### config.mk
export PLATFORM = sky130hd
export DESIGN_NAME = telnet_line_receiver
export DESIGN_NICKNAME = d
export VERILOG_FILES = /design/src/tlr_pkg.sv /design/src/telnet_line_receiver.sv /design/src/tlr_front.sv /design/src/tlr_queue.sv /design/src/tlr_back.sv
export VERILOG_INCLUDE_DIRS = /design/src /design/src/src
export SDC_FILE = /design/constraint.sdc
export NUM_CORES = 1
export LEC_CHECK = 0
export ABC_AREA = 0
export BUFFER_PORTS_ARGS = -buffer_cell sky130_fd_sc_hd__buf_2
export CORE_ASPECT_RATIO = 2
export CORE_MARGIN = 3
export CORE_UTILIZATION = 55
export CTS_CLUSTER_DIAMETER = 40
export CTS_CLUSTER_SIZE = 24
export DETAILED_ROUTE_END_ITERATION = 8
export PLACE_DENSITY = 0.74
export SYNTH_ARGS = -nofsm -noshare
export SYNTH_HDL_FRONTEND = slang
export SYNTH_SLANG_ARGS = --single-unit
### constraint.sdc
create_clock -name clock -period 4.8 [get_ports clock]
set_clock_uncertainty 0.1 [all_clocks]
set_input_delay 0 -clock clock [delete_from_list [all_inputs] [get_ports clock]]
set_output_delay 0 -clock clock [all_outputs]
set_load 0.1 [all_outputs]
### src/assert_macros.svh
// Assertion macros shared by the RTL files.
// No dependencies; included by files that carry concurrent assertions.
`ifndef ASSERT_MACROS_SVH
`define ASSERT_MACROS_SVH

// Implication checked on every rising edge, masked while reset is high.
`define ASSERT_CLK(lbl, clk, rst, prop, msg) \
   lbl: assert property (@(posedge clk) disable iff (rst) (prop)) else $error(msg);

// Same check, but also active during reset.
`define ASSERT_ALWAYS(lbl, clk, prop, msg) \
   lbl: assert property (@(posedge clk) (prop)) else $error(msg);

`endif

### src/tlr_pkg.sv
// Shared types and constants for the telnet line receiver.
// No dependencies; imported by every module of the block.
package tlr_pkg;

   localparam int QDEPTH = 4;
   localparam int QPTR_W = $clog2(QDEPTH);
   localparam int QCNT_W = $clog2(QDEPTH + 1);

   localparam int MAX_RES = 4;
   localparam int RES_CNT_W = $clog2(MAX_RES + 1);
   localparam int RES_IDX_W = $clog2(MAX_RES);

   localparam logic [1:0] KIND_DATA  = 2'd0;
   localparam logic [1:0] KIND_END   = 2'd1;
   localparam logic [1:0] KIND_REPLY = 2'd2;

   localparam logic [1:0] REG_LINE_LENGTH = 2'd0;
   localparam logic [1:0] REG_WAIT_MODE   = 2'd1;

   localparam logic [11:0] LINE_LENGTH_RESET = 12'd1024;

   typedef struct packed {
      logic [11:0] line_length;
      logic        wait_mode;
   } cfg_type;

   typedef struct packed {
      logic [1:0] kind;
      logic [7:0] data;
      logic       done;
   } result_type;

   // All results caused by one accepted byte; count is 1..MAX_RES.
   typedef struct packed {
      logic [RES_CNT_W-1:0]          count;
      result_type [MAX_RES-1:0]      res;
   } desc_type;

   typedef struct packed {
      logic     valid;
      desc_type head;
   } qhead_type;

endpackage

### src/telnet_line_receiver.sv
// Telnet line receiver: sorts a received byte stream into line data and
// option negotiation replies. Depends on tlr_pkg, tlr_front, tlr_queue,
// tlr_back and assert_macros.svh.
//
// Usage:
//  - req_* : one received byte per transfer (req_rx_byte, req_chunk_end);
//    a transfer happens on a rising edge with req_valid high and req_stall low.
//  - rsp_* : results, one per transfer, same valid/stall rule; rsp_last marks
//    the final result of one input byte. Bytes that cause nothing (CR, IAC,
//    the command byte, unknown-command options) produce no result.
//  - csr_* : register writes (index 0 line_length, 1 wait_mode); csr_ready is
//    always high. Write only while the block is idle.
// The first result of a byte goes through the descriptor queue, then the output register.
// Throughput: one byte per cycle while each byte yields at most one result and
// rsp_stall stays low; a negotiation reply yields three or four results, absorbed
// by the four-entry descriptor queue. req_stall rises only when that queue is full,
// so a stalled receiver backs up into the input after four descriptors wait.
// Reset: parser to plain data, line count and saved command cleared,
// line_length back to 1024 and wait_mode to 0, queue and output emptied.
module telnet_line_receiver (
   input  logic        clock,
   input  logic        reset,
   // input byte channel
   input  logic        req_valid,
   output logic        req_stall,
   input  logic [7:0]  req_rx_byte,
   input  logic        req_chunk_end,
   // result channel
   output logic        rsp_valid,
   input  logic        rsp_stall,
   output logic [1:0]  rsp_out_kind,
   output logic [7:0]  rsp_out_byte,
   output logic        rsp_line_done,
   output logic        rsp_last,
   // register write channel
   input  logic        csr_valid,
   output logic        csr_ready,
   input  logic [1:0]  csr_index,
   input  logic [11:0] csr_wdata
);
   import tlr_pkg::*;
   `include "assert_macros.svh"

   cfg_type    cfg_ff, cfg_in;
   logic       fire;
   logic       push;
   logic       pop;
   logic       q_full;
   desc_type   push_desc;
   qhead_type  q_head;

   // config registers; writes are always taken
   assign csr_ready = 1'b1;

   always_comb begin
      cfg_in = cfg_ff;
      if (csr_valid) begin
         case (csr_index)
            REG_LINE_LENGTH: cfg_in.line_length = csr_wdata;
            REG_WAIT_MODE:   cfg_in.wait_mode   = csr_wdata[0];
            default: ;
         endcase
      end
   end

   always_ff @(posedge clock) begin
      if (reset) begin
         cfg_ff.line_length <= LINE_LENGTH_RESET;
         cfg_ff.wait_mode   <= 1'b0;
      end else begin
         cfg_ff <= cfg_in;
      end
   end

   // input transfer whenever the queue has room
   assign req_stall = q_full;
   assign fire      = req_valid && !q_full;

   tlr_front u_front (
      .clock     (clock),
      .reset     (reset),
      .cfg       (cfg_ff),
      .fire      (fire),
      .rx_byte   (req_rx_byte),
      .chunk_end (req_chunk_end),
      .push      (push),
      .desc      (push_desc)
   );

   tlr_queue u_queue (
      .clock     (clock),
      .reset     (reset),
      .push      (push),
      .push_desc (push_desc),
      .pop       (pop),
      .head      (q_head),
      .full      (q_full)
   );

   tlr_back u_back (
      .clock         (clock),
      .reset         (reset),
      .head          (q_head),
      .pop           (pop),
      .rsp_valid     (rsp_valid),
      .rsp_stall     (rsp_stall),
      .rsp_out_kind  (rsp_out_kind),
      .rsp_out_byte  (rsp_out_byte),
      .rsp_line_done (rsp_line_done),
      .rsp_last      (rsp_last)
   );

   // results of one byte come out without gaps
   `ASSERT_CLK(a_burst_gapless, clock, reset, (rsp_valid && !rsp_stall && !rsp_last) |=> rsp_valid, "gap inside a result burst")
   // a bare line end always closes the line
   `ASSERT_CLK(a_end_done, clock, reset, (rsp_valid && rsp_out_kind == KIND_END) |-> rsp_line_done, "line end without line_done")
   // reply bytes never close a line
   `ASSERT_CLK(a_reply_open, clock, reset, (rsp_valid && rsp_out_kind == KIND_REPLY) |-> !rsp_line_done, "reply byte with line_done")
   // never push into a full queue
   `ASSERT_CLK(a_no_overflow, clock, reset, !(push && q_full), "descriptor queue overflow")

endmodule

### src/tlr_front.sv
// Front end: telnet parser, line counter and result descriptor builder.
// Depends on tlr_pkg; feeds tlr_queue.
module tlr_front (
   input  logic              clock,
   input  logic              reset,
   input  tlr_pkg::cfg_type  cfg,
   input  logic              fire,
   input  logic [7:0]        rx_byte,
   input  logic              chunk_end,
   output logic              push,
   output tlr_pkg::desc_type desc
);
   import tlr_pkg::*;

   localparam logic [7:0] CH_IAC  = 8'd255;
   localparam logic [7:0] CH_DONT = 8'd254;
   localparam logic [7:0] CH_DO   = 8'd253;
   localparam logic [7:0] CH_WONT = 8'd252;
   localparam logic [7:0] CH_WILL = 8'd251;
   localparam logic [7:0] CH_NUL  = 8'd0;
   localparam logic [7:0] CH_LF   = 8'd10;
   localparam logic [7:0] CH_CR   = 8'd13;
   localparam logic [7:0] OPT_ECHO = 8'd1;
   localparam logic [7:0] OPT_SGA  = 8'd3;

   typedef enum logic [2:0] {
      ST_DATA = 3'b001,
      ST_CMD  = 3'b010,
      ST_OPT  = 3'b100
   } parse_state_type;

   parse_state_type state_ff, state_in;
   logic [7:0]      saved_ff, saved_in;
   logic [11:0]     count_ff, count_in;

   logic [11:0]     count_inc;
   logic [7:0]      reply;
   logic            send;
   logic            opt_ok;
   logic            ended;
   logic [RES_CNT_W-1:0] n;

   always_comb begin
      state_in  = state_ff;
      saved_in  = saved_ff;
      count_in  = count_ff;
      count_inc = count_ff + 12'd1;
      opt_ok    = rx_byte inside {OPT_ECHO, OPT_SGA};
      reply     = 8'd0;
      send      = 1'b0;
      ended     = 1'b0;
      n         = '0;
      desc      = '0;

      case (state_ff)
         ST_CMD: begin
            saved_in = rx_byte;
            state_in = ST_OPT;
         end
         ST_OPT: begin
            send = 1'b1;
            case (saved_ff)
               CH_WILL: reply = opt_ok ? CH_DO : CH_DONT;
               CH_DO:   reply = opt_ok ? CH_WILL : CH_WONT;
               CH_WONT: reply = CH_DONT;
               CH_DONT: reply = CH_WONT;
               default: send = 1'b0;
            endcase
            if (send) begin
               desc.res[0] = '{kind: KIND_REPLY, data: CH_IAC,  done: 1'b0};
               desc.res[1] = '{kind: KIND_REPLY, data: reply,   done: 1'b0};
               desc.res[2] = '{kind: KIND_REPLY, data: rx_byte, done: 1'b0};
               n = RES_CNT_W'(3);
            end
            state_in = ST_DATA;
         end
         default: begin
            case (rx_byte)
               CH_IAC: state_in = ST_CMD;
               CH_NUL: begin
                  desc.res[0] = '{kind: KIND_END, data: 8'd0, done: 1'b1};
                  n = RES_CNT_W'(1);
                  ended = 1'b1;
               end
               CH_LF: begin
                  desc.res[0] = '{kind: KIND_DATA, data: rx_byte, done: 1'b1};
                  n = RES_CNT_W'(1);
                  ended = 1'b1;
               end
               CH_CR: ;
               default: begin
                  count_in = count_inc;
                  ended = (count_inc == cfg.line_length);
                  desc.res[0] = '{kind: KIND_DATA, data: rx_byte, done: ended};
                  n = RES_CNT_W'(1);
               end
            endcase
         end
      endcase

      if (ended) begin
         state_in = ST_DATA;
         saved_in = 8'd0;
         count_in = 12'd0;
      end else if (chunk_end && !cfg.wait_mode && count_in != 12'd0) begin
         // partial line closed at end of burst unless wait_mode; lands after any other result
         desc.res[n[RES_IDX_W-1:0]] = '{kind: KIND_END, data: 8'd0, done: 1'b1};
         n = n + RES_CNT_W'(1);
         state_in = ST_DATA;
         saved_in = 8'd0;
         count_in = 12'd0;
      end

      desc.count = n;
   end

   assign push = fire && (n != RES_CNT_W'(0));

   always_ff @(posedge clock) begin
      if (reset) begin
         state_ff <= ST_DATA;
         saved_ff <= 8'd0;
         count_ff <= 12'd0;
      end else if (fire) begin
         state_ff <= state_in;
         saved_ff <= saved_in;
         count_ff <= count_in;
      end
   end

endmodule

### src/tlr_queue.sv
// Short descriptor FIFO between the parser and the output sequencer.
// Depends on tlr_pkg.
module tlr_queue (
   input  logic                clock,
   input  logic                reset,
   input  logic                push,
   input  tlr_pkg::desc_type   push_desc,
   input  logic                pop,
   output tlr_pkg::qhead_type  head,
   output logic                full
);
   import tlr_pkg::*;

   desc_type            mem_ff [QDEPTH];
   logic [QPTR_W-1:0]   wr_ff, wr_in;
   logic [QPTR_W-1:0]   rd_ff, rd_in;
   logic [QCNT_W-1:0]   cnt_ff, cnt_in;

   assign full       = (cnt_ff == QCNT_W'(QDEPTH));
   assign head.valid = (cnt_ff != '0);
   assign head.head  = mem_ff[rd_ff];

   always_comb begin
      wr_in  = push ? wr_ff + 1'b1 : wr_ff;
      rd_in  = pop ? rd_ff + 1'b1 : rd_ff;
      cnt_in = cnt_ff + QCNT_W'(push) - QCNT_W'(pop);
   end

   always_ff @(posedge clock) begin
      if (reset) begin
         wr_ff  <= '0;
         rd_ff  <= '0;
         cnt_ff <= '0;
      end else begin
         wr_ff  <= wr_in;
         rd_ff  <= rd_in;
         cnt_ff <= cnt_in;
      end
   end

   always_ff @(posedge clock) begin
      if (push) begin
         mem_ff[wr_ff] <= push_desc;
      end
   end

endmodule

### src/tlr_back.sv
// Back end: walks each descriptor, one result per transfer, into the
// output register. Depends on tlr_pkg; reads tlr_queue.
module tlr_back (
   input  logic               clock,
   input  logic               reset,
   input  tlr_pkg::qhead_type head,
   output logic               pop,
   output logic               rsp_valid,
   input  logic               rsp_stall,
   output logic [1:0]         rsp_out_kind,
   output logic [7:0]         rsp_out_byte,
   output logic               rsp_line_done,
   output logic               rsp_last
);
   import tlr_pkg::*;

   logic                  valid_ff, valid_in;
   logic [RES_IDX_W-1:0]  idx_ff, idx_in;
   result_type            res_ff;
   logic                  last_ff;
   logic                  load;
   logic                  at_last;

   assign load    = head.valid && (!valid_ff || !rsp_stall);
   assign at_last = ({1'b0, idx_ff} == (head.head.count - RES_CNT_W'(1)));
   assign pop     = load && at_last;

   always_comb begin
      valid_in = valid_ff;
      idx_in   = idx_ff;
      if (load) begin
         valid_in = 1'b1;
         idx_in   = at_last ? '0 : idx_ff + 1'b1;
      end else if (!rsp_stall) begin
         valid_in = 1'b0;
      end
   end

   always_ff @(posedge clock) begin
      if (reset) begin
         valid_ff <= 1'b0;
         idx_ff   <= '0;
      end else begin
         valid_ff <= valid_in;
         idx_ff   <= idx_in;
      end
   end

   always_ff @(posedge clock) begin
      if (load) begin
         res_ff  <= head.head.res[idx_ff];
         last_ff <= at_last;
      end
   end

   assign rsp_valid     = valid_ff;
   assign rsp_out_kind  = res_ff.kind;
   assign rsp_out_byte  = res_ff.data;
   assign rsp_line_done = res_ff.done;
   assign rsp_last      = last_ff;

endmodule
==> impl_metrics.json, run 1 <==
{
  "fin_tns_setup_ps": 0,
  "timing.fmax_ghz": 0.266,
  "finish.net_count": 757,
  "yosys_register_bits": 176,
  "post_dp_cell_area_um2": 8400,
  "routed_wl_mm": 18.8,
  "finalHoldViolations": 0,
  "core_outline_area_um2": 14100,
  "syn-mean-instance-area_um2": 12.4,
  "post_cts_setup_buffers": 0,
  "post_drt_via_cell_ratio": 5.97,
  "stdcell_area_um2": 9340,
  "antenna_cells_inserted": 0,
  "grtUsageTotal_pct": 24.5,
  "report.final.slew_viol_count": 0,
  "ctsRootBufferMaster": "clkbuf_16",
  "min-delay-path-class": "input port to register",
  "insertion_delay_ps": 430,
  "i_o_pins": 43,
  "grt_antenna_before_repair": 0,
  "ys_types": 70,
  "setup.worst_path.start_class": "register",
  "post_drt_wl_per_cell_um": 20.4,
  "syn-instance-count": 646,
  "pin_count_of_the_biggest_net_entering_global_routing": 43,
  "clock_tree_sinks": 176,
  "run_status": "complete, no violations",
  "ir_drop_v": 0.000316,
  "numPortBuffers": 41,
  "synthArstFlopShare_pct": 0,
  "gpl.final_weighted_congestion": 1.03,
  "synth_ff_type": "edfxtp_1",
  "element_type_at_the_critical_path_end": "register",
  "rsz0062_at_grt": "false",
  "die_width_um": 91.4,
  "synth-edff-count": 128,
  "die-height_um": 177,
  "timing.critical_path.required_ps": 4770,
  "clk_pin_slew_ps": 70,
  "grt_remaining_overflow": 0,
  "layout.filler_cells": 1050,
  "grt_pass1_vias": 5839,
  "remaining_drc_errors": 0,
  "synthToLayoutAreaGrowth_pct": 16.5,
  "cts_made_buffers": 17,
  "core.rowCount": 61,
  "setup_viol": 0,
  "synth.top_cell.area_share_pct": 47.9,
  "detailroute.via_count": 5507,
  "synth_top_cells_by_area": "edfxtp_1, dfxtp_1, mux4_2",
  "grt_first_pass_wirelength_mm": 29.9,
  "pre_cts_slack_ps": 1100,
  "worst_slew_pin_slew_ps": 853,
  "ys_seq_area_share_pct": 59.9,
  "drt-pass1-iter-count": 5,
  "drive_gt1_share_pct": 18.3,
  "power_density_nw_per_um2": 501,
  "worst_slew_margin_rel_pct": 42.3,
  "setup_slack_ps": 1040,
  "initial_utilization_pct": 56.8,
  "netlist.top_cell.by_area": "edfxtp_1",
  "power_leakage_nw": 3.33,
  "floorplan.die_area_um2": 16200,
  "cap_viol_max_count": 0,
  "synthesis.yosys.warnings": 0,
  "setup.worst_path.class": "register to register",
  "cts-root-to-sink-buffers": 2,
  "htreeDepth": 4,
  "period_needed_ps": 3760,
  "timing.critical_path.fanout_max": 29,
  "syn-cell-area_um2": 8020,
  "drt-initial-drc-count": 283,
  "worstPathArrival_ps": 3730,
  "postCtsResizedCells": 0,
  "post-dp-hpwl_mm": 13.3,
  "cts_tree": "built",
  "finalCritPeriodShare_pct": 78.3,
  "count_of_antenna_violating_nets_left_after_detailed_routing": 0
}
[cell usage after synthesis, drive strengths merged, types with 7 or more instances]
library cell / number
dfxtp: 48
and2: 10
nor2: 45
or3: 7
clkbuf: 25
edfxtp: 128
nand3: 15
ha: 8
mux2i: 7
nor3: 14
and3: 10
xor2: 9
a21oi: 37
inv: 38
o21ai: 12
buf: 12
mux4: 29
o32ai: 8
xnor2: 16
nand2: 78
[logic make-up after synthesis]
kind of cell             count (synthesis)  share of synthesized area [%]
AO/OA/AOI/OAI                          110                           9.81
XOR/XNOR                                26                           3.01
adder cells (fa/ha/maj)                  9                           1.50
buffers and inverters                   75                           3.76
flip-flops                             176                           59.9
multiplexers                            37                           9.16
other                                    2                         0.0937
AND/OR/NAND/NOR                        211                           12.7
[power by group]
| group | total (mW) | switching, mW | leakage, nW | internal [mW] |
|---|---|---|---|---|
| combinational | 1.38 | 0.943 | 1.45 | 0.440 |
| clock | 1.32 | 0.629 | 0.283 | 0.692 |
| sequential | 1.98 | 0.0947 | 1.60 | 1.88 |
[sequential cells by signal, summed over array words and instances, names as in the netlist, named ones only]
signal                flops
u_back.rsp_last           1
u_queue.rd_ff             2
u_queue.mem_ff          116
u_queue.wr_ff             2
cfg_ff                   13
u_back.idx_ff             2
u_back.rsp_out_byte       8
u_front.saved_ff          8
u_back.rsp_valid          1
u_front.state_ff          3
u_back.rsp_out_kind       2
u_queue.cnt_ff            3
u_front.count_ff         12
u_back.rsp_line_done      1
[timing repair]
item | in CTS | in global routing
endpoints found under the setup margin | 0 | 0
hold buffers | 37 | 0
endpoints found under the hold margin | 39 | 0
[per-stage QoR]
step | utilization (%) | power [mW] | instances | hold WS (ps)
floorplan | - | 3.09 | 649 | 36.0
global route | 66.2 | 4.88 | 922 | 85.3
global placement | 59.5 | 3.36 | 853 | 135
finish | 66.2 | 4.68 | 922 | 61.6
detailed placement | 59.5 | 3.39 | 853 | 146
CTS | 66.2 | 4.72 | 922 | 55.9
[final timing paths]
path,start,end,slack (ps),cells past startpoint
max,u_front.count_ff[0],u_queue.mem_ff[3][42],1040,10
min reg2reg,cfg_ff[12],cfg_ff[12],370,2
max reg2reg,u_front.count_ff[0],u_queue.mem_ff[3][42],1040,10
min,reset,cfg_ff[0],60,2
[worst max-delay path, stage by stage, from the launching register on]
cell     delay [ps]
dfxtp_1         550
ha_1            360
nand3_1         240
nor2_1          420
nand2_1         180
nor2_1          130
o31ai_1         110
a311o_2         450
a21oi_4         260
and2_1          170
buf_4           380
[final cells by class]
type | instances | area [µm²] | share of cell area, %
clock buffer | 18 | 429 | 4.59
tap | 189 | 236 | 2.53
inverter | 38 | 143 | 1.53
clock inverter | 14 | 144 | 1.54
sequential | 176 | 4810 | 51.4
multi-input combinational | 398 | 2930 | 31.3
timing repair buffer | 89 | 658 | 7.04
[layout by cell type (no fill, tap or decap), drive strengths merged, types with 8 or more instances in the layout]
cell and n:
ha 8, clkbuf 18, nand2 78, nor3 14, dfxtp 48, and3 10, and2 10, inv 45
mux4 29, buf 52, edfxtp 128, dlygate4sd3 37, a21oi 37, xor2 9, nand3 15, o21ai 12
nor2 45, o32ai 8, xnor2 16
[layer usage]
| layer | wire length (µm) | share of wire (%) | global-route usage [%] |
|---|---|---|---|
| met1 | 6330 | 34 | 24.0 |
| met3 | 643 | 3.4 | 4.64 |
| met5 | 0 | 0 | 0 |
| met4 | 1400 | 7.4 | 17.4 |
| met2 | 10400 | 56 | 45.2 |
No activity file was read; power rests on OpenSTA's default activity.
==> run 2, diff against run 1 <==
- ABC_AREA: 0 -> 1
- clock period: 4.8 -> 3.5 ns (I/O delays scaled with it)
==> impl_metrics.json, run 2 <==
{
  "timing.critical_path.fanout_max": 8,
  "syn-cell-area_um2": 8240,
  "worstPathCellList": "buf_4, inv_2, nor2_4, nand2_1, nor2_1, nand3_1, nand2_1, nand2_1, nand2_1, nand2_1, nor2_2, nand3_4, nand2_4, inv_2, nand2_1, nand2_2, nand2_1, inv_1, ha_1, fa_1, inv_1, o21ai_0, a21oi_1",
  "remaining_drc_errors": 0,
  "antenna_cells_inserted": 0,
  "pre_cts_slack_ps": 83.0,
  "r2r-start": "u_front.count_ff[0]",
  "cts-root-to-sink-buffers": 2,
  "grt_first_pass_wirelength_mm": 33.4,
  "period_needed_ps": 3260,
  "finalHoldViolations": 0,
  "core_outline_area_um2": 14500,
  "stdcell_area_um2": 9690,
  "count_of_antenna_violating_nets_left_after_detailed_routing": 0,
  "cts_made_buffers": 17,
  "synthesis.yosys.warnings": 0,
  "registers.top_by_ff_count": "u_queue.mem_ff",
  "clock_tree_sinks": 176,
  "post_drt_wl_per_cell_um": 18.0,
  "min-delay-path-class": "input port to register",
  "syn-instance-count": 890,
  "detailroute.via_count": 6589,
  "tightest_hold_margin_ps": 26.2,
  "run_status": "complete, no violations",
  "yosys_register_bits": 176,
  "area.sequential_um2": 4810,
  "critical-path-top-delay-family": "simple AND/OR/NAND/NOR gates",
  "timing.critical_path.required_ps": 3760,
  "element_type_at_the_critical_path_end": "register",
  "worst_slew_pin_slew_ps": 987,
  "finalCritPeriodShare_pct": 93.3,
  "layout.filler_cells": 1177,
  "grtUsageTotal_pct": 27.0,
  "critPathMaxStageDelay_ps": 390,
  "grt_remaining_overflow": 0,
  "synth.top_cell.area_share_pct": 46.6,
  "ir_drop_v": 0.000368,
  "largest_reg_flops": 116,
  "crit_slowest_cell": "dfxtp_1",
  "synth-edff-count": 128,
  "floorplan.die_area_um2": 16600,
  "most-common-layout-cells": "nand2_1, edfxtp_1, nor2_1",
  "ctsRootBufferMaster": "clkbuf_16",
  "worstSetupEndpoint": "u_queue.cnt_ff[2]",
  "cell_occurring_most_often_along_the_worst_timing_path": "nand2_1",
  "gpl.final_weighted_congestion": 1.04,
  "finish.net_count": 1010,
  "cap_viol_max_count": 0,
  "synth_ff_type": "edfxtp_1",
  "ys_types": 44,
  "setup.worst_path.start_class": "register",
  "synthMostInstantiatedCell": "nand2_1",
  "post_dp_cell_area_um2": 8780,
  "layout.core_utilization_pct": 66.8,
  "drt-initial-drc-count": 565,
  "ys_seq_area_share_pct": 58.3,
  "synth_top_cells_by_area": "edfxtp_1, dfxtp_1, nand2_1",
  "post-dp-hpwl_mm": 14.5,
  "post_drt_via_cell_ratio": 5.60,
  "die_width_um": 92.6,
  "pin_count_of_the_biggest_net_entering_global_routing": 41,
  "die-height_um": 179,
  "initial_utilization_pct": 56.8,
  "r2r.worst_path.cells": 23,
  "i_o_pins": 43,
  "synthArstFlopShare_pct": 0,
  "core.rowCount": 62,
  "setup_viol": 0,
  "setup.worst_path.class": "register to register",
  "crit-reg2reg-capture": "u_queue.cnt_ff[2]",
  "syn-mean-instance-area_um2": 9.26,
  "insertion_delay_ps": 430,
  "cp.buffers_inverters": 5,
  "grt_antenna_before_repair": 0,
  "worst_case_register_to_register_setup_slack_ps": 240,
  "drt-pass1-iter-count": 5,
  "clk_pin_slew_ps": 60,
  "mostFrequentLayoutCell": "nand2_1",
  "power_leakage_nw": 3.98,
  "synthTopCellsByCount": "nand2_1, edfxtp_1, nor2_1",
  "routed_wl_mm": 21.1,
  "top_regs": "u_queue.mem_ff: 116 flops, cfg_ff: 13 flops, u_front.count_ff: 12 flops",
  "worst_slew_margin_rel_pct": 34.0,
  "netlist.top_cell.by_area": "edfxtp_1",
  "synthToLayoutAreaGrowth_pct": 17.6,
  "report.final.slew_viol_count": 0,
  "path_depth": 23,
  "cts_tree": "built",
  "critPathLaunch": "u_front.count_ff[0]",
  "grt_pass1_vias": 6774,
  "worstPathArrival_ps": 3530,
  "power_density_nw_per_um2": 698,
  "timing.fmax_ghz": 0.306,
  "htreeDepth": 4,
  "numPortBuffers": 41,
  "drive_gt1_share_pct": 15.7,
  "fin_tns_setup_ps": 0,
  "setup_slack_ps": 236,
  "multi_input_comb_area_um2": 3010
}
[run 2: cell count changes in the layout (fill, tap and decap cells not counted), moves of 11 or more]
cell,change
xnor2_1,-13
inv_1,+53
nor3_1,-11
nand2_2,+13
nor2_1,+72
nand2_1,+116
o21ai_0,+66
mux4_2,-29
buf_4,+11
nand3_1,+11
o22ai_1,+15
[run 2: worst reg2reg max path, cell delays in order, from the launching register on]
cell and delay [ps]:
dfxtp_1 390, buf_4 180, inv_2 60, nor2_4 140, nand2_1 120, nor2_1 100
nand3_1 110, nand2_1 120, nand2_1 60, nand2_1 80, nand2_1 60, nor2_2 160
nand3_4 150, nand2_4 100, inv_2 50, nand2_1 100, nand2_2 100, nand2_1 110
inv_1 60, ha_1 200, fa_1 360, inv_1 70, o21ai_0 80, a21oi_1 150
[run 2: metal layers]
metal | track usage [%] | part of all wire, % | vias to the layer above
met5 | 0 | 0 | -
met4 | 18.3 | 6.4 | 0
met3 | 5.29 | 4.7 | 90
met2 | 50.9 | 56 | 260
met1 | 25.5 | 33 | 3073
li1 | - | - | 3166
[run 2: worst min path at each step]
stage	start	slack [ps]	cells after the start	to
2_1_floorplan	csr_wdata[10]	30	2	cfg_ff[11]
3_3_place_gp	csr_wdata[10]	110	3	cfg_ff[11]
3_5_place_dp	csr_wdata[10]	130	3	cfg_ff[11]
4_1_cts	req_rx_byte[2]	2	5	u_front.saved_ff[2]
5_1_grt	req_rx_byte[2]	20	5	u_front.saved_ff[2]
6_report	req_valid	30	5	u_front.count_ff[0]
[run 2: per-stage QoR]
stage	power, mW	cells
after floorplan	4.43	893
after global placement	4.96	1114
after detailed placement	5.01	1114
after CTS	6.77	1173
after global routing	7.09	1177
final	6.76	1177
[run 2: area by class of cell]
cell class	count	area share, %
well taps	192	2.48
inverters	94	3.65
repair buffers	95	7.54
flip-flops and latches	176	49.6
clock inverters	14	1.23
multi-input cells	589	31.1
clock buffers	17	4.39
[run 2: kinds of logic after synthesis]
logic type | share of synthesized area (%)
AOI/OAI and AO/OA | 12.5
buffers and inverters | 6.26
DFF | 58.3
adders and majority gates | 1.46
and+or+nand+nor | 20.5
xor gates and xnor gates | 0.911
other | 0.0911
[run 2: power by group]
group	total (mW)	switching, mW	internal [mW]	leakage [nW]
clock network	1.77	0.794	0.971	0.249
registers	2.71	0.104	2.60	1.60
logic	2.29	1.68	0.613	2.13
[run 2: timing repair]
| item | 4_1_cts | 5_1_grt |
|---|---|---|
| hold buffers | 28 | 0 |
| setup endpoints to repair | 0 | 3 |
| endpoints found under the hold margin | 50 | 0 |
| buffers inserted | 0 | 3 |
| resized for setup | 0 | 15 |
